$ cat config.mk
export PLATFORM = sky130hd
export DESIGN_NAME = tga2pl_unpack
export DESIGN_NICKNAME = d
export VERILOG_FILES = /design/src/hdl/tga2pl_pkg.sv /design/src/hdl/tga2pl_unpack.sv
export SDC_FILE = /design/constraint.sdc
export NUM_CORES = 1
export LEC_CHECK = 0
export BUFFER_PORTS_ARGS = -buffer_cell sky130_fd_sc_hd__clkbuf_2
export CAP_MARGIN = 25
export CELL_PAD_IN_SITES_DETAIL_PLACEMENT = 2
export CELL_PAD_IN_SITES_GLOBAL_PLACEMENT = 2
export CORE_MARGIN = 2
export CORE_UTILIZATION = 14
export DETAILED_ROUTE_END_ITERATION = 10
export GPL_ROUTABILITY_DRIVEN = 0
export PLACE_DENSITY = 0.95
export REMOVE_ABC_BUFFERS = 1
export SLEW_MARGIN = 20
export SYNTH_ARGS = -nofsm -noshare
export SYNTH_HDL_FRONTEND = slang
export SYNTH_SLANG_ARGS = --single-unit
$ cat constraint.sdc
create_clock -name vclk -period 1.5
set_input_delay 0.225 -clock vclk [all_inputs]
set_output_delay 0.225 -clock vclk [all_outputs]
set_load 0.01 [all_outputs]
$ cat src/hdl/tga2pl_pkg.sv
// Shared types, constants and codes for the TGA to planar RGB converter.
package tga2pl_pkg;

  localparam int MAX_WIDTH = 2048;
  localparam int ADDR_W    = $clog2(MAX_WIDTH);
  localparam int COL_W     = $clog2(MAX_WIDTH + 1);
  localparam int PIX_W     = 24;

  localparam logic [2:0] STAT_OK       = 3'd0;
  localparam logic [2:0] STAT_BUSY     = 3'd1;
  localparam logic [2:0] STAT_BAD_TYPE = 3'd2;
  localparam logic [2:0] STAT_BAD_SIZE = 3'd3;
  localparam logic [2:0] STAT_WIDE     = 3'd4;
  localparam logic [2:0] STAT_DONE     = 3'd5;

  localparam logic [4:0] HDR_TYPE      = 5'd2;
  localparam logic [4:0] HDR_WIDTH_LO  = 5'd12;
  localparam logic [4:0] HDR_WIDTH_HI  = 5'd13;
  localparam logic [4:0] HDR_HEIGHT_LO = 5'd14;
  localparam logic [4:0] HDR_HEIGHT_HI = 5'd15;
  localparam logic [4:0] HDR_DEPTH     = 5'd16;
  localparam logic [4:0] HDR_LAST      = 5'd17;
  localparam logic [4:0] HDR_LEN       = 5'd18;

  localparam logic [7:0] TGA_TYPE_RGB = 8'd2;
  localparam logic [7:0] BPP_16       = 8'd16;
  localparam logic [7:0] BPP_24       = 8'd24;
  localparam logic [7:0] BPP_32       = 8'd32;

  localparam logic OP_PUSH = 1'b0;
  localparam logic OP_PULL = 1'b1;

  typedef enum logic [1:0] {
    PM_16 = 2'd0,
    PM_24 = 2'd1,
    PM_32 = 2'd2
  } pix_mode_t;

  typedef enum logic {
    ST_IDLE = 1'b0,
    ST_EXEC = 1'b1
  } fsm_state_t;

endpackage

$ cat src/hdl/tga2pl_unpack.sv
// Pixel unpacker that turns gathered TGA pixel bytes into an R:G:B word.
module tga2pl_unpack (
  input  tga2pl_pkg::pix_mode_t          pixel_mode,
  input  logic [tga2pl_pkg::PIX_W-1:0]   pixel_bytes,
  output logic [tga2pl_pkg::PIX_W-1:0]   rgb
);

  logic [7:0] lo;
  logic [7:0] hi;
  logic [7:0] r;
  logic [7:0] g;
  logic [7:0] b;

  always_comb begin
    lo = pixel_bytes[7:0];
    hi = pixel_bytes[15:8];
    if (pixel_mode == tga2pl_pkg::PM_16) begin
      r = {hi[6:2], 3'b000};
      g = {hi[1:0], lo[7:5], 3'b000};
      b = {lo[4:0], 3'b000};
    end else begin
      r = pixel_bytes[23:16];
      g = pixel_bytes[15:8];
      b = pixel_bytes[7:0];
    end
    rgb = {r, g, b};
  end

endmodule

Yosys cells after proc, flatten, opt, wreduce, memory -nomap -nowiden. Cells that the tools add are included.

Flip-flop bits (word level): 0. Input bits: 26. Word-level logic and storage cells: 4.

Muxes and demuxes: 3. Reduce and logical (&&, ||, !) cells: 1.

Operators by type and width (count): 2-to-1 mux 8 bit (3); zero test 2 bit (1).

Longest topological paths before layout. Gate-level depths: netlist of run 1.

Depth after elaboration: 2. Gate-level depth with buffers: 3. Depth with buffers taken out: 2.

Worst setup path after synthesis of run 1. OpenSTA, ideal clock, no wires.

Kind: input -> output. Start: in pixel_mode[1]. End: out rgb[11] in the netlist's numbering. Arrival time: 0.884 ns. Required time: 1.275 ns. Path slack: 0.391 ns. Cell stages on the path: 3. Buffers on the path: 1. Cell sequence: nor2_4 buf_12 mux2_4.

Word-level cells in the longest chain between the ends: 2.

RTL lines: start: declaration (line tga2pl_unpack.sv:3) `input tga2pl_pkg::pix_mode_t pixel_mode,`; zero test 2 bit (line tga2pl_unpack.sv:17) `if (pixel_mode == tga2pl_pkg::PM_16) begin`; 2-to-1 mux 8 bit (line tga2pl_unpack.sv:17); end: declaration (line tga2pl_unpack.sv:5) `output logic [tga2pl_pkg::PIX_W-1:0] rgb`.

Every way passes these cells.

Worst setup path after layout of run 1.
Start: in pixel_mode[1]. End: out rgb[7] in the netlist's numbering.

Same word-level chain as after synthesis.

==> flow_summary.ini, run 1 <==
[sta]
maxSlewHeadroom = 0.927
setup_viol = 0
tns_ns = 0
rsz0062_at_grt = no
min_period_ns = 1.31
hold_violations = 0
period_share = 0.877
setup_ws_ns = 0.185
fmax_ghz = 0.761
worst_pin_slew_ns = 0.110
maxSlewViolCount = 0

[finish]
fin_area_um2 = 591
drive_gt1_frac = 0.883
seq_cells = 0
n_antenna_cell = 0
seqCellArea_um2 = 0
layout.nets = 105
fillers = 263
clkbuf_count = 0
final_cells = 105
syn_to_final_growth_pct = 91.1

[power_and_ir_drop]
ir_drop_v = 0.000110
power.total_mw = 0.194
leakage_nw = 0.345
p_per_area_nw_per_um2 = 329

[worst_setup_path]
cp_top_family = buffers and inverters
path_max_fanout = 17
crit_type = input pin to output pin
crit_buf_inv = 3
critPathLaunchType = input pin
max_stage_delay_ns = 0.34
cp_slowest_cell = mux2_2
cp.arrival_ns = 1.09
crit_top_cell = clkbuf_2
critPathCaptureType = output pin
worst-endpoint-required_ns = 1.27
crit_chain = clkbuf_2 > nor2_4 > buf_12 > mux2_2 > clkbuf_2

[route]
drt_wl_total_mm = 1.20
wl_met1_um = 353
dr_wl_met3_um = 91
route.top_layer_used = met3
drcViolationCount = 0
firstDrtPassIters = 4
vias_per_cell = 3.83
wire_per_inst_um = 11.4
wl_met2_um = 752
ant_nets = 0
dr.first_iter.drc_count = 2
vias = 402

[logic_synthesis]
yosysUniqueCellTypes = 6
mappedNetlistArea_um2 = 309
synth_top_area_frac = 0.534
yosys-top-cells-area = mux2_4 53%, nor2b_1 18%, mux2_2 15%
synth_top_area_cell = mux2_4
yosysWarnings = 0
synthCells = 27
synth.avg_cell_area_um2 = 11.4
ys_seq_area_frac = 0

[die]
start_util = 0.144
die_h_um = 51.0
ios = 50
dieArea_um2 = 2600
core_region_area_um2 = 2150
num_rows = 17
chipWidth_um = 51.0

[placed_design]
dp_cells = 105
port_buffers = 50
placed_area_um2 = 591
place_ws_ns = 0.175

[global_route]
grt_usage = 0.0855
antenna_found_initial = 0
grt_max_degree = 18
overflow = 0
grt_pass1_vias = 390
grt_pass1_wl_mm = 1.80

[run_status]
outcome = completed

[min_path]
hold_depth = 3
min_to = rgb[18]
min_path_type = input pin to output pin
hp-start = pixel_bytes[18]

[cts]
post-cts-setup-buffer-count = 0
post_cts_resized = 0
holdBufCountCts = 0

[flow_run]
cap_violations = 0
## logic make-up (layout without fill, tap and decap cells)
kind of cell / after synthesis / after routing / synth area share
mux: 15 / 15 / 0.680
simple gates: 10 / 10 / 0.219
buf+inv: 2 / 52 / 0.101
## layout by cell type, fill, tap and decap left out
cell type,netlist,routed
mux2_4,11,11
buf_4,0,1
nor2b_1,9,9
buf_12,1,1
clkbuf_2,0,50
nor2_4,1,1
mux2_2,4,4
## cells in the mapped netlist
cell and n:
mux2_2 4, buf_12 1, mux2_4 11, buf_6 1, nor2b_1 9, nor2_4 1
## metal layers
metal	track usage	vias to the layer above
met1	0.0860	191
met5	0	-
met4	0	0
met3	0.00585	0
li1	-	194
met2	0.193	17
## layout make-up
class / instances / area (um2) / area share
tap: 28 / 35.0 / 0.0593
timing repair buffer: 52 / 278 / 0.470
multi-input combinational: 25 / 278 / 0.470
## how the worst max path moves through the flow
stage                        from      end  depth (start not counted)
detailed placement  pixel_mode[1]  rgb[23]                          5
global placement    pixel_mode[1]   rgb[7]                          5
finish              pixel_mode[1]   rgb[7]                          5
CTS                 pixel_mode[1]  rgb[15]                          5
global route        pixel_mode[1]  rgb[15]                          5
floorplan           pixel_mode[1]  rgb[15]                          2
## power breakdown
group	switching, mW	internal (mW)
combinational	0.0834	0.111
sequential	0	0
clock	0	0
## per-stage QoR
| step | hold slack [ns] | util |
|---|---|---|
| after floorplan | 0.585 | - |
| after global placement | 0.754 | 0.275 |
| after detailed placement | 0.759 | 0.275 |
| after CTS | 0.759 | 0.275 |
| after global routing | 0.774 | 0.275 |
| final | 0.756 | 0.275 |
Note: power is estimated with default switching activity, not from simulation.
==> run 2, diff against run 1 <==
Settings changed: ABC_AREA set to 1, CORE_UTILIZATION 14 to 10.
==> run 2 against run 1 <==
The flow now finishes with violations (DRC). Flip-flop and latch count stayed put. Setup slack better by 0.13 ns. Die area up 32%. Non-clock buffer count rose by 2. Largest cell class is now buffers. First-iteration DRC count rose to 3.0 times the previous value. Combinational power decreased by 3%. Hold slack got worse by 0.027 ns. Wire length is 43% higher. Critical path depth up 1. Final cell count grew 42%. Design area down 0.85%.
==> flow_summary.ini, run 2 <==
[logic_synthesis]
yosys-top-cells-area = nand2_1 38%, o21ai_0 25%, inv_1 11%
synth_top_area_cell = nand2_1
synth_adder_area_share = 0
synth-simple-area-share = 0.527
yosysWarnings = 0
mappedNetlistArea_um2 = 299
yosysUniqueCellTypes = 8
synthCells = 68
synth_top_family_by_area = simple AND/OR/NAND/NOR gates
synth_top_area_frac = 0.377
synth_most_common_cell = nand2_1
synth.avg_cell_area_um2 = 4.40
ys_seq_area_frac = 0
synth_commonest_cells = 30 x nand2_1, 15 x o21ai_0, 9 x inv_1, 9 x nor2_1, 2 x buf_6
synth_compound_gate_area_share = 0.251
synth_xor_area_frac = 0
synthMuxAreaShare = 0

[route]
ant_nets = 0
vias = 606
firstDrtPassIters = 6
vias_per_cell = 4.07
wire_per_inst_um = 11.5
dr.first_iter.drc_count = 6
drt_wl_total_mm = 1.72
drcViolationCount = 3

[placed_design]
place_ws_ns = 0.296
place_hpwl_mm = 1.55
placed_area_um2 = 586
port_buffers = 50

[power_and_ir_drop]
ir_drop_v = 0.0000485
internal_power_mw = 0.0818
leakage_nw = 0.396
combPwrFrac = 1.000
p_sw_frac = 0.564
p_per_area_nw_per_um2 = 320
switchingPower_mw = 0.106
seq_power_share = 0
p_clk_frac = 0

[sta]
period_share = 0.787
whs_ns = 0.729
fmax_ghz = 0.847
tns_ns = 0
worst_pin_slew_ns = 0.169
rsz0062_at_grt = no
setup_viol = 0
hold_violations = 0
setup_ws_ns = 0.319
maxSlewHeadroom = 0.886
maxSlewViolCount = 0
min_period_ns = 1.18

[worst_setup_path]
crit_buf_inv = 3
path_max_fanout = 11
worst-endpoint-required_ns = 1.27
cp_slowest_cell = buf_4
crit_type = input pin to output pin
critPathLaunchType = input pin
critPathCaptureType = output pin
max_stage_delay_ns = 0.17
cp_top_family = buffers and inverters
cp.arrival_ns = 0.96
crit_chain = clkbuf_2 > nor2_4 > buf_4 > nand2_1 > nand2_1 > clkbuf_2

[die]
start_util = 0.107
chipWidth_um = 58.7
die_h_um = 58.7
core_region_area_um2 = 2810
num_rows = 19
dieArea_um2 = 3440
ios = 50

[global_route]
grt_max_degree = 14
grt_pass1_vias = 651
gr-usage-met1 = 0.119
grt_usage = 0.104
use_met3 = 0.0110
busiest_layer = met2
grt_pass1_wl_mm = 2.92
gr-usage-met2 = 0.217
overflow = 0
antenna_found_initial = 0

[finish]
fin_area_um2 = 586
drive_gt1_frac = 0.466
n_antenna_cell = 0
layout_commonest_cell = clkbuf_2
syn_to_final_growth_pct = 95.8
seq_cells = 0
mostFrequentLayoutCells = 50 x clkbuf_2, 30 x nand2_1, 15 x o21ai_0, 9 x inv_1, 9 x nor2_1
final_core_util = 0.209
clkbuf_count = 0
layout.nets = 146
seqCellArea_um2 = 0

[cts]
post_cts_resized = 0
post-cts-setup-buffer-count = 0
holdBufCountCts = 0

[min_path]
min_path_type = input pin to output pin

[flow_run]
cap_violations = 0

[run_status]
outcome = complete, but fails checks
violations = DRC
[run 2: cell count changes after synthesis, moves of 4 or more]
cell	change
nand2_1	+30
mux2_4	-11
o21ai_0	+15
nor2b_1	-9
inv_1	+9
mux2_2	-4
nor2_1	+9
[run 2: path summary, 6_finish.rpt]
kind	from	to	slack, ns	depth (start not counted)
worst min-delay path	pixel_bytes[16]	rgb[16]	0.73	4
worst max-delay path	pixel_mode[1]	rgb[11]	0.32	6
[run 2: power groups by stage]
stage	Combinational (mW)	Clock, mW	Sequential [mW]
floorplan	0.0754	0	0
global placement	0.182	0	0
detailed placement	0.192	0	0
CTS	0.193	0	0
global route	0.212	0	0
finish	0.188	0	0
[run 2: cell families (layout without fill, tap and decap cells)]
family          Yosys count  in the layout
buf+inv                  13             63
compound gates           15             15
simple gates             40             40
[run 2: per-stage QoR]
| step | std cells | power [mW] |
|---|---|---|
| finish | 149 | 0.188 |
| global route | 149 | 0.212 |
| CTS | 149 | 0.193 |
| detailed placement | 149 | 0.192 |
| global placement | 149 | 0.182 |
| floorplan | 64 | 0.0754 |
[run 2: routing by layer]
layer | wire (um) | vias up
li1 | - | 308
met1 | 602 | 282
met2 | 1000 | 16
met3 | 113 | 0
met4 | 0 | 0
met5 | 0 | -
[run 2: cell type report]
| cell class | count | area (um2) |
|---|---|---|
| multi-input cells | 55 | 233 |
| repair buffers | 54 | 280 |
| fillers | 375 | 2220 |
| well taps | 31 | 38.8 |
| inverters | 9 | 33.8 |
==> run 3, diff against run 2 <==
Clock period 1.5 ns to 1 ns, I/O delays scaled along.
==> run 3 against run 2 <==
Design area up 14%. Largest cell class unchanged. Critical endpoint is now rgb[4]. Count of clock-buffer cells in the layout unchanged. Hold slack worse by 0.15 ns. The run still ends with DRC left. Critical path depth unchanged. Combinational power up 73%. Final cell count up 2.7%.
==> flow_summary.ini, run 3 (same netlist as run 2, synthesis figures left out) <==
[run_status]
outcome = complete, but fails checks
violations = DRC

[die]
ios = 50
dieArea_um2 = 3440
num_rows = 19
die_h_um = 58.7
start_util = 0.107
chipWidth_um = 58.7
core_region_area_um2 = 2810

[power_and_ir_drop]
p_per_area_nw_per_um2 = 488
ir_drop_v = 0.0000939
power.total_mw = 0.326
leakage_nw = 0.429

[global_route]
overflow = 0
grt_pass1_wl_mm = 2.91
grt_pass1_vias = 651
grt_usage = 0.106
grt_max_degree = 12
antenna_found_initial = 0

[worst_setup_path]
critPathLaunchType = input pin
worst-endpoint-required_ns = 0.85
max_stage_delay_ns = 0.16
cp_slowest_cell = buf_6
crit_chain = buf_8 > nor2_4 > buf_6 > nand2_1 > nand2_1 > clkbuf_2
cp.arrival_ns = 0.80
path_max_fanout = 8
crit_type = input pin to output pin
crit_top_cell = nand2_1
critPathCaptureType = output pin

[finish]
clkbuf_count = 0
mostFrequentLayoutCells = 40 x clkbuf_2, 22 x nand2_1, 9 x inv_1, 9 x nor2_1
seqCellArea_um2 = 0
final_core_util = 0.239
n_antenna_cell = 0
seq_cells = 0
fin_area_um2 = 669
final_cells = 153
syn_to_final_growth_pct = 124
drive_gt1_frac = 0.549
layout.nets = 150
layout_commonest_cell = clkbuf_2

[sta]
worst_pin_slew_ns = 0.149
fmax_ghz = 1.05
period_share = 0.955
maxSlewHeadroom = 0.900
whs_ns = 0.580
setup_viol = 0
setup_ws_ns = 0.0454
rsz0062_at_grt = yes
min_period_ns = 0.955
tns_ns = 0
hold_violations = 0
maxSlewViolCount = 0

[route]
drt_wl_total_mm = 1.90
firstDrtPassIters = 7
vias_per_cell = 4.07
wire_per_inst_um = 12.4
vias = 623
drcViolationCount = 3
ant_nets = 0
dr.first_iter.drc_count = 8

[flow_run]
cap_violations = 0

[placed_design]
dp_cells = 152
placed_area_um2 = 608
port_buffers = 50
place_ws_ns = -0.0307
place_hpwl_mm = 1.70

[cts]
holdBufCountCts = 0

[min_path]
min_path_type = input pin to output pin
==> run 3: layout make-up <==
type,count,area (um2)
fillers,382,2140
repair buffers,58,344
multi-input cells,55,253
well taps,31,38.8
inverters,9,33.8
==> run 3: what timing repair did <==
| item | CTS | global route |
|---|---|---|
| endpoints found under the setup margin | 3 | 15 |
| resized for setup | 2 | 32 |
| cloned | 0 | 1 |
| setup buffers | 0 | 0 |
| pin swaps | 1 | 3 |
| endpoints found under the hold margin | 0 | 0 |
==> run 3: where the power goes <==
part	internal [mW]	switching [mW]	total, mW
combinational	0.153	0.173	0.326
clock	0	0	0
sequential	0	0	0
==> run 3: path summary, 6_finish.rpt <==
| check | end | slack, ns | start | cells after the start |
|---|---|---|---|---|
| worst max-delay path | rgb[4] | 0.05 | pixel_mode[1] | 6 |
| worst min-delay path | rgb[1] | 0.58 | pixel_bytes[1] | 4 |
==> run 3: worst max-delay path, delay by kind of cell <==
family                 cells  cell delay [ns]
AND/OR/NAND/NOR            3             0.27
buffers and inverters      3             0.38
==> run 3: per-layer routing <==
| layer | share of wire | vias to the layer above | track usage |
|---|---|---|---|
| met3 | 0.058 | 2 | 0.00879 |
| li1 | - | 314 | - |
| met4 | 0.014 | 0 | 0.0130 |
| met5 | 0 | - | 0 |
| met1 | 0.34 | 289 | 0.111 |
| met2 | 0.59 | 18 | 0.226 |
