### config.mk
export PLATFORM = sky130hd
export DESIGN_NAME = tga2pl_ram
export DESIGN_NICKNAME = d
export VERILOG_FILES = /design/src/hdl/tga2pl_ram.sv
export SDC_FILE = /design/constraint.sdc
export NUM_CORES = 1
export LEC_CHECK = 0
export BUFFER_PORTS_ARGS = -buffer_cell sky130_fd_sc_hd__buf_2
export CAP_MARGIN = 10
export CORE_ASPECT_RATIO = 0.8
export CORE_MARGIN = 3
export CORE_UTILIZATION = 31
export CTS_CLUSTER_SIZE = 30
export DETAILED_ROUTE_END_ITERATION = 6
export GPL_TIMING_DRIVEN = 0
export PLACE_DENSITY_LB_ADDON = 0.15
export SYNTH_ARGS = -nofsm -noshare
export SYNTH_HDL_FRONTEND = slang
export SYNTH_SLANG_ARGS = --single-unit
### constraint.sdc
create_clock -name clk -period 2.3 [get_ports clk]
set_input_delay 0.23 -clock clk [delete_from_list [all_inputs] [get_ports clk]]
set_output_delay 0.23 -clock clk [all_outputs]
set_load 0.03 [all_outputs]
### src/hdl/tga2pl_ram.sv
// Generic simple dual-port RAM with one write port and a registered read port.
module tga2pl_ram #(
  parameter int WIDTH = 8,
  parameter int DEPTH = 16
) (
  input  logic                     clk,
  input  logic                     we,
  input  logic [$clog2(DEPTH)-1:0] waddr,
  input  logic [WIDTH-1:0]         wdata,
  input  logic [$clog2(DEPTH)-1:0] raddr,
  output logic [WIDTH-1:0]         rdata
);

  logic [WIDTH-1:0] mem [DEPTH];

  always_ff @(posedge clk) begin
    if (we) begin
      mem[waddr] <= wdata;
    end
    rdata <= mem[raddr];
  end

endmodule

# --- Yosys cells after proc, flatten, opt, wreduce, memory -nomap -nowiden ---
# Memory sizes are Yosys's and may differ from the RTL's. A register that Yosys moved wholly into a read port is not among the register bits.
# Index checks and enable logic that the tools add are counted.
word_totals:
  inputBits: 18
  regBits: 0
  mem_bits_rw: 128
  latchBits: 0
  n_memories: 1
  rom_bits: 0
op_classes:
  mux: 2
  order_cmp: 0
  n_reduce_logical: 0
  bitwise: 0
  n_mul: 0
  addsub: 0
  n_eq_ne: 0
  n_div: 0
  shift: 0
memory_table:
  columns: ["name", "depth", "word_bits", "rd", "rd_clocked_by_memory_dff", "wr", "line_no", "rtl"]
  rows:
  - ["mem", 16, 8, 1, 1, 1, "14", "logic [WIDTH-1:0] mem [DEPTH];"]
ops:
  columns: ["operator", "count"]
  rows:
  - ["two-way mux 1 bit", 2]

# --- Depth between registers and ports, before layout ---
# Gate-level depths: netlist of the first run.
depth:
  ltp_word: 2
  depth_mapped: 5

# --- Worst setup path before layout of the first run ---
# OpenSTA, ideal clock, no wires.
synth_path:
  path_type: "in2reg"
  startpoint: "input port waddr[2]"
  endpoint: "memory mem[0][0], enable pin"
  setup_ns: 0.383
  t_arrival_ns: 1.340
  cell_stages: 2
  required_ns: 1.917
  setup_slack_ns: 0.577
  n_path_buf: 0
  cell_sequence: "or3b_2 -> nor3_1"
synth_rtl:
  columns: ["element", "line_no", "rtl"]
  rows:
  - ["from (decl)", "8", "input logic [$clog2(DEPTH)-1:0] waddr,"]
  - ["to (decl)", "14", null]
# No word-level cell before the write port.

# --- Worst setup path after layout of the first run ---
layout_path:
  startpoint: "input port waddr[2]"
  endpoint: "memory mem[3][3], enable pin"
# No word-level cell before the write port.

==> flow_summary.json, run 1 <==
{
  "track_usage": 0.136,
  "setup_slack_ps": 719,
  "place_hpwl_mm": 7.30,
  "area_growth_pct": 19.7,
  "postSynthAreaPerCell_um2": 22.5,
  "utilization": 0.385,
  "status": "complete, no violations",
  "stdcell_area_um2": 6160,
  "pwr-share-comb": 0.052,
  "io_buffer_count": 24,
  "cp-startpoint": "waddr[2]",
  "clock_latency_ps": 410,
  "crit_type": "primary input to flip-flop",
  "setup_viol": 0,
  "antenna_found_initial": 0,
  "cts-resized-gates": 0,
  "drt.antenna.violating_nets": 0,
  "holdWs_ps": 217,
  "rsz0062_at_grt": "false",
  "cts_max_level": 4,
  "slew_viol_final": 0,
  "met2_usage": 0.197,
  "cts_sinks": 136,
  "clk_root_buffer_cell": "clkbuf_16",
  "antennaDiodeCount": 0,
  "placed_cells": 471,
  "cts_buffers": 17,
  "critPathLaunchType": "primary input",
  "yosys_warnings": 0,
  "worst_hold_path_type": "primary input to flip-flop",
  "cts_tree": "built",
  "swShare": 0.200,
  "hold_viol": 0,
  "leakage_nw": 2.04,
  "grt_start_max_net_pins": 17,
  "crit_path_end_kind": "flip-flop",
  "dp_worst_setup_slack_ps": 260,
  "dpl_cell_area_um2": 5560,
  "busiest_layer": "met1",
  "fin_crit_ps": 1580,
  "arrival_ps": 1610,
  "synth_cells": 229,
  "pwr-share-seq": 0.475,
  "grt_pass1_wl_mm": 17.1,
  "die_area_um2": 18200,
  "switchingPower_mw": 1.18,
  "critPathMaxStageDelay_ps": 740,
  "fp-row-count": 41,
  "io_pins": 26,
  "vias_per_cell": 4.78,
  "synth_fp_nets": 247,
  "grt_overflow": 0,
  "yosysUniqueCellTypes": 19,
  "p_int_mw": 4.69,
  "cts_setup_buffers": 0,
  "die_y_um": 121,
  "fin_total_pwr_mw": 5.87,
  "path_buf_inv": 1,
  "fmax_ghz": 0.632,
  "wire_per_inst_um": 22.7,
  "die_w_um": 150,
  "clk_path_buf_depth": 2,
  "tightest_slew_ps": 939,
  "period_share": 0.687,
  "drc": 0,
  "mostFrequentLayoutCells": "edfxtp_1 (128), buf_2 (28), mux4_2 (18), clkbuf_16 (17), a22oi_1 (16)",
  "skew_ps": 7.65,
  "dr.pass1.iters": 4,
  "fillCellCount": 1471,
  "path_delay_family": "simple AND/OR/NAND/NOR gates",
  "met3_usage": 0.0306,
  "crit_fanout": 8,
  "crit_chain": "buf_2 > or3b_2 > nor2_1",
  "nets": 294,
  "cts_hold_repair.buffers": 0,
  "critPathRequiredTime_ps": 2330,
  "grt_pass1_vias": 2547,
  "slew_headroom": 0.372,
  "met1_usage": 0.201,
  "critPathSlowestCell": "nor2_1",
  "globalplace.congestion": 0.680,
  "vias": 2410,
  "ir_drop_mv": 0.455,
  "worstReg2RegStart": "mem[5][1]",
  "netlist_area_um2": 5150,
  "final_common_cell": "edfxtp_1",
  "drt_iter0_markers": 165,
  "layout-drive-gt1-share": 0.280,
  "setup_tns_ps": 0,
  "synth_seq_cells": 136,
  "ys_seq_area_frac": 0.778,
  "clkTransAtPathRegs_ps": 60,
  "start_util": 0.322,
  "drv_cap": 0,
  "wl_mm": 11.4,
  "clkPwrFrac": 0.473,
  "layout.cells.non_filler": 504,
  "coreArea_um2": 16000,
  "hold_start": "wdata[6]",
  "powerDensity_nw_per_um2": 952
}
==> per-layer routing <==
| metal | up-vias | part of all wire |
|---|---|---|
| met5 | - | 0 |
| met2 | 49 | 0.45 |
| met3 | 15 | 0.042 |
| li1 | 1067 | - |
| met1 | 1279 | 0.49 |
| met4 | 0 | 0.013 |
==> power by group through the flow <==
stage	clock network (mW)	registers [mW]	logic [mW]
2_1_floorplan	0	2.87	0.141
3_3_place_gp	0	2.83	0.309
3_5_place_dp	0	2.84	0.313
4_1_cts	2.82	2.79	0.313
5_1_grt	2.93	2.79	0.331
6_report	2.77	2.78	0.307
==> cell usage after synthesis <==
cell	number	area, µm²
edfxtp_1	128	3840
mux4_2	18	405
a22oi_1	16	120
mux4_1	14	368
nor2_1	13	48.8
nand2_1	9	33.8
dfxtp_1	8	160
nor3_1	4	20.0
buf_2	3	15.0
buf_6	3	33.8
clkdlybuf4s25_2	3	30.0
nand2b_1	2	12.5
nand3b_1	2	15.0
and2_1	1	6.26
and2b_1	1	7.51
buf_4	1	7.51
nand3_1	1	5.00
nor2b_1	1	6.26
or3b_2	1	8.76
==> sequential cells by signal, summed over array words and instances, names as in the netlist <==
signal	count
rdata	8
mem	128
==> worst reg2reg max path, stage by stage, from the launching register on <==
cell	delay, ps
edfxtp_1	360
mux4_1	630
a22oi_1	270
nand2_1	80
==> cells by family after synthesis <==
logic type,after synthesis,share of synthesized area
AND/OR/NAND/NOR,35,0.0318
AO/OA/AOI/OAI,16,0.0233
flip-flops,136,0.778
buffers and inverters,10,0.0168
multiplexers,32,0.150
==> worst paths after layout <==
path              slack (ps)    endpoint  depth (start not counted)
hold reg to reg          690    rdata[3]                          3
setup / recovery         720   mem[3][3]                          3
hold / removal           220  mem[15][6]                          1
setup reg to reg         850    rdata[1]                          3
==> final cells by class <==
class / instances / area, µm² / share of cell area
Multi-Input combinational cell: 83 / 1060 / 0.172
Buffer: 10 / 86.3 / 0.0140
Timing Repair Buffer: 28 / 148 / 0.0240
Clock inverter: 9 / 149 / 0.0242
Tap cell: 215 / 269 / 0.0437
Clock buffer: 23 / 448 / 0.0727
Sequential cell: 136 / 4000 / 0.650
Power figures use the tool's default switching activity.
==> run 2: changes to the inputs <==
==> constraint.sdc (replaced) <==
create_clock -name clk -period 1.5 [get_ports clk]
set_input_delay 0.15 -clock clk [delete_from_list [all_inputs] [get_ports clk]]
set_output_delay 0.15 -clock clk [all_outputs]
set_load 0.03 [all_outputs]
==> flow_summary.json, run 2 (synthesis gave the netlist of run 1 again) <==
{
  "fin_total_pwr_mw": 8.95,
  "grt_start_max_net_pins": 17,
  "antennaDiodeCount": 0,
  "cts_sinks": 136,
  "leakage_nw": 2.04,
  "grt_overflow": 0,
  "critPathMaxStageDelay_ps": 620,
  "crit_chain": "mux4_1 > a22oi_1 > nand2_1",
  "stdcell_area_um2": 6180,
  "die_y_um": 121,
  "nets": 293,
  "layout-drive-gt1-share": 0.313,
  "crit_path_end_kind": "flip-flop",
  "skew_ps": 10.8,
  "arrival_ps": 1750,
  "setup_viol": 0,
  "wl_mm": 11.3,
  "slew_headroom": 0.403,
  "slew_viol_final": 0,
  "top_register": "mem",
  "largest_register_ffs": 128,
  "multiInputGateArea_um2": 1080,
  "crit_type": "flip-flop to flip-flop",
  "grt_pass1_vias": 2491,
  "vias_per_cell": 4.77,
  "status": "complete, no violations",
  "clk_root_buffer_cell": "clkbuf_16",
  "fillCellCount": 1478,
  "critPathLaunchType": "flip-flop",
  "vias": 2399,
  "critPathRequiredTime_ps": 1790,
  "area_growth_pct": 20.0,
  "ir_drop_mv": 0.814,
  "place_hpwl_mm": 7.17,
  "clkTransAtPathRegs_ps": 60,
  "dpl_cell_area_um2": 5560,
  "cts_tree": "built",
  "fmax_ghz": 0.686,
  "clock_latency_ps": 410,
  "io_pins": 26,
  "tightest_slew_ps": 893,
  "drc": 0,
  "wire_per_inst_um": 22.4,
  "drv_cap": 0,
  "die_area_um2": 18200,
  "antenna_found_initial": 0,
  "io_buffer_count": 24,
  "coreArea_um2": 16000,
  "cts_buffers": 17,
  "final_common_cell": "edfxtp_1",
  "fp-row-count": 41,
  "fin_crit_ps": 1460,
  "period_share": 0.971,
  "critPathSlowestCell": "mux4_1",
  "holdWs_ps": 147,
  "regArea_um2": 4000,
  "clk_path_buf_depth": 2,
  "drt_iter0_markers": 175,
  "hold_viol": 0,
  "track_usage": 0.133,
  "powerDensity_nw_per_um2": 1450,
  "grt_pass1_wl_mm": 16.6,
  "start_util": 0.322,
  "crit_fanout": 1,
  "rsz0062_at_grt": "false",
  "globalplace.congestion": 0.666,
  "mostFrequentLayoutCells": "edfxtp_1 (128), buf_2 (27), mux4_2 (18), clkbuf_16 (17), a22oi_1 (16)",
  "drt.antenna.violating_nets": 0,
  "die_w_um": 150,
  "dr.pass1.iters": 4,
  "biggestRegsByFlops": "mem: 128 flops, rdata: 8 flops",
  "cts_max_level": 4,
  "worst_hold_path_type": "primary input to flip-flop"
}
==> run 2: cell types whose count changed in the layout (fill, tap and decap cells not counted), moves of 2 or more <==
cell        change
clkbuf_1        -4
clkinvlp_4      +3
nor2_1          -3
nor2_2          +3
clkinv_1        -2
clkinv_2        +2
==> run 2: area by class of cell <==
cell class,count,share of cell area
Tap cell,215,0.0435
Multi-Input combinational cell,83,0.174
Timing Repair Buffer,27,0.0231
Sequential cell,136,0.648
Clock buffer,20,0.0723
Clock inverter,12,0.0247
Buffer,10,0.0140
==> run 2: metrics by stage <==
stage,TNS (ps),util,worst slack [ps],instances
4_1_cts,0,0.386,7.01,503
5_1_grt,0,0.386,8.28,503
3_3_place_gp,-34420,0.346,-550,468
3_5_place_dp,-24250,0.348,-470,471
2_1_floorplan,0,-,83.9,229
6_report,0,0.386,43.1,503
==> run 2: path summary, 6_finish.rpt <==
path,startpoint,to,slack (ps),cells after the start
max,mem[5][1],rdata[1],40,3
min,wdata[6],mem[10][6],150,1
max reg2reg,mem[5][1],rdata[1],40,3
min reg2reg,mem[11][1],rdata[1],700,3
==> run 2: critical path, delay by kind of cell (launching register included) <==
| family | cells | cell delay [ps] |
|---|---|---|
| DFF | 1 | 360 |
| AOI/OAI and AO/OA | 1 | 280 |
| and+or+nand+nor | 1 | 80 |
| muxes | 1 | 620 |
==> run 2: metal layers <==
metal / routed length (µm) / part of all wire / vias to the layer above / GRT usage
met4: 69 / 0.0061 / 0 / 0.0480
met2: 5020 / 0.45 / 43 / 0.191
li1: - / - / 1069 / -
met5: 0 / 0 / - / 0
met3: 453 / 0.040 / 7 / 0.0284
met1: 5730 / 0.51 / 1280 / 0.200
==> run 2: power by group <==
| group | internal, mW | switching, mW |
|---|---|---|
| Clock | 2.66 | 1.55 |
| Combinational | 0.172 | 0.304 |
| Sequential | 4.25 | 0.0183 |
| Total | 7.08 | 1.87 |
==> run 2: timing repair <==
item,CTS,global route
endpoints found under the hold margin,0,0
buffers inserted,0,0
setup endpoints to repair,12,8
hold buffers,0,0
gates resized for setup,3,1
==> run 3: changes to the inputs <==
--- a/config.mk
+++ b/config.mk
@@ -5,7 +5,7 @@
 export SDC_FILE = /design/constraint.sdc
 export NUM_CORES = 1
 export LEC_CHECK = 0
-export BUFFER_PORTS_ARGS = -buffer_cell sky130_fd_sc_hd__buf_2
+export BUFFER_PORTS_ARGS = -buffer_cell sky130_fd_sc_hd__buf_4
 export CAP_MARGIN = 10
 export CORE_ASPECT_RATIO = 0.8
 export CORE_MARGIN = 3
==> constraint.sdc (replaced) <==
create_clock -name clk -period 1.9 [get_ports clk]
set_input_delay 0.19 -clock clk [delete_from_list [all_inputs] [get_ports clk]]
set_output_delay 0.19 -clock clk [all_outputs]
set_load 0.03 [all_outputs]
==> flow_summary.json, run 3 (synthesis gave the netlist of run 1 again) <==
{
  "powerDensity_nw_per_um2": 1110,
  "layout-drive-gt1-share": 0.304,
  "cts_buffers": 17,
  "slew_viol_final": 0,
  "fmax_ghz": 0.663,
  "area_growth_pct": 20.2,
  "skew_ps": 13.8,
  "period_share": 0.794,
  "antenna_found_initial": 0,
  "die_area_um2": 18200,
  "drv_cap": 0,
  "clk_root_buffer_cell": "clkbuf_16",
  "mostFrequentLayoutCells": "edfxtp_1 (128), buf_4 (27), mux4_2 (18), clkbuf_16 (17), a22oi_1 (16)",
  "drc": 0,
  "critPathLaunchType": "primary input",
  "vias": 2417,
  "dpl_cell_area_um2": 5620,
  "rsz0062_at_grt": "false",
  "min_to": "mem[13][6]",
  "io_buffer_count": 24,
  "worstReg2RegStart": "mem[15][6]",
  "status": "complete, no violations",
  "critPathRequiredTime_ps": 1930,
  "cts_sinks": 136,
  "reg2reg_to": "rdata[6]",
  "nets": 294,
  "hold_viol": 0,
  "place_hpwl_mm": 7.24,
  "track_usage": 0.134,
  "tightest_slew_ps": 894,
  "final_common_cell": "edfxtp_1",
  "top_register": "mem",
  "grt_pass1_wl_mm": 16.9,
  "grt_pass1_vias": 2559,
  "worstHoldPathCells": 1,
  "placed_cells": 472,
  "wire_per_inst_um": 22.3,
  "grt_overflow": 0,
  "crit_fanout": 8,
  "layout.cells.non_filler": 504,
  "hold_start": "wdata[6]",
  "largest_register_ffs": 128,
  "cts_tree": "built",
  "arrival_ps": 1540,
  "crit_type": "primary input to flip-flop",
  "ir_drop_mv": 0.528,
  "io_pins": 26,
  "leakage_nw": 2.04,
  "setup_tns_ps": 0,
  "die_y_um": 121,
  "fin_crit_ps": 1510,
  "vias_per_cell": 4.80,
  "biggestRegsByFlops": "mem: 128 flops, rdata: 8 flops",
  "utilization": 0.387,
  "drt.antenna.violating_nets": 0,
  "die_w_um": 150,
  "antennaDiodeCount": 0,
  "r2r_cells": 3,
  "setup_viol": 0,
  "wl_mm": 11.2,
  "globalplace.congestion": 0.694,
  "clock_latency_ps": 410,
  "cts_max_level": 4,
  "clk_path_buf_depth": 2,
  "drt_iter0_markers": 208,
  "clkTransAtPathRegs_ps": 70,
  "crit_path_end_kind": "flip-flop",
  "cts-resized-gates": 0,
  "dr.pass1.iters": 4,
  "stdcell_area_um2": 6190,
  "fp-row-count": 41,
  "worst_hold_path_type": "primary input to flip-flop",
  "cts_setup_buffers": 0,
  "start_util": 0.322,
  "grt_start_max_net_pins": 17,
  "coreArea_um2": 16000,
  "regToRegSetupSlack_ps": 500,
  "fin_total_pwr_mw": 6.89,
  "slew_headroom": 0.402,
  "cts_hold_repair.buffers": 0
}
## run 3: changes by cell type in the layout (fill, tap and decap cells not counted)
| cell | before | now |
|---|---|---|
| buf_2 | 27 | 5 |
| buf_4 | 4 | 27 |
| bufinv_16 | 3 | 1 |
| clkbuf_1 | 2 | 0 |
| clkbuf_8 | 1 | 0 |
| clkinv_1 | 0 | 1 |
| clkinv_2 | 3 | 0 |
| clkinv_4 | 1 | 4 |
| inv_6 | 1 | 5 |
| nor2_1 | 10 | 13 |
| nor2_2 | 3 | 0 |
| nor3_1 | 3 | 4 |
| nor3_4 | 1 | 0 |
## run 3: worst max-delay path, cell delays in order
cell,delay [ps]
buf_4,120
or3b_2,520
nor2_1,700
## run 3: final cells by class
class	instances	area (µm²)
clock buffers	17	425
well taps	215	269
multi-input cells	83	1060
clock inverters	15	143
plain buffers	10	86.3
fillers	1483	9820
flip-flops and latches	136	4000
repair buffers	28	205
## run 3: per-layer routing
layer | wire length [µm] | global-route usage | vias to the layer above
met1 | 5500 | 0.192 | 1267
met3 | 592 | 0.0448 | 15
met4 | 178 | 0.0400 | 0
met2 | 4960 | 0.195 | 59
li1 | - | - | 1076
met5 | 0 | 0 | -
## run 3: how the worst max path moves through the flow
| stage | slack [ps] | from | endpoint | cells after the start |
|---|---|---|---|---|
| floorplan | 220 | waddr[2] | mem[0][0] | 2 |
| global placement | -430 | waddr[2] | mem[0][7] | 3 |
| detailed placement | -130 | waddr[2] | mem[2][2] | 3 |
| CTS | 320 | waddr[2] | mem[2][3] | 3 |
| global route | 310 | waddr[2] | mem[2][3] | 3 |
| finish | 390 | waddr[2] | mem[2][3] | 3 |
## run 3: through the flow
stage                     hold slack (ps)  setup WS, ps
final                                 111           391
after global routing                  119           305
after CTS                             101           322
after detailed placement              539          -127
after global placement                532          -426
after floorplan                       289           217
## run 3: report_power, final
part	total [mW]	internal, mW	leakage [nW]	switching, mW
clock network	3.13	1.82	0.265	1.31
logic	0.390	0.156	0.556	0.234
registers	3.37	3.35	1.22	0.0159
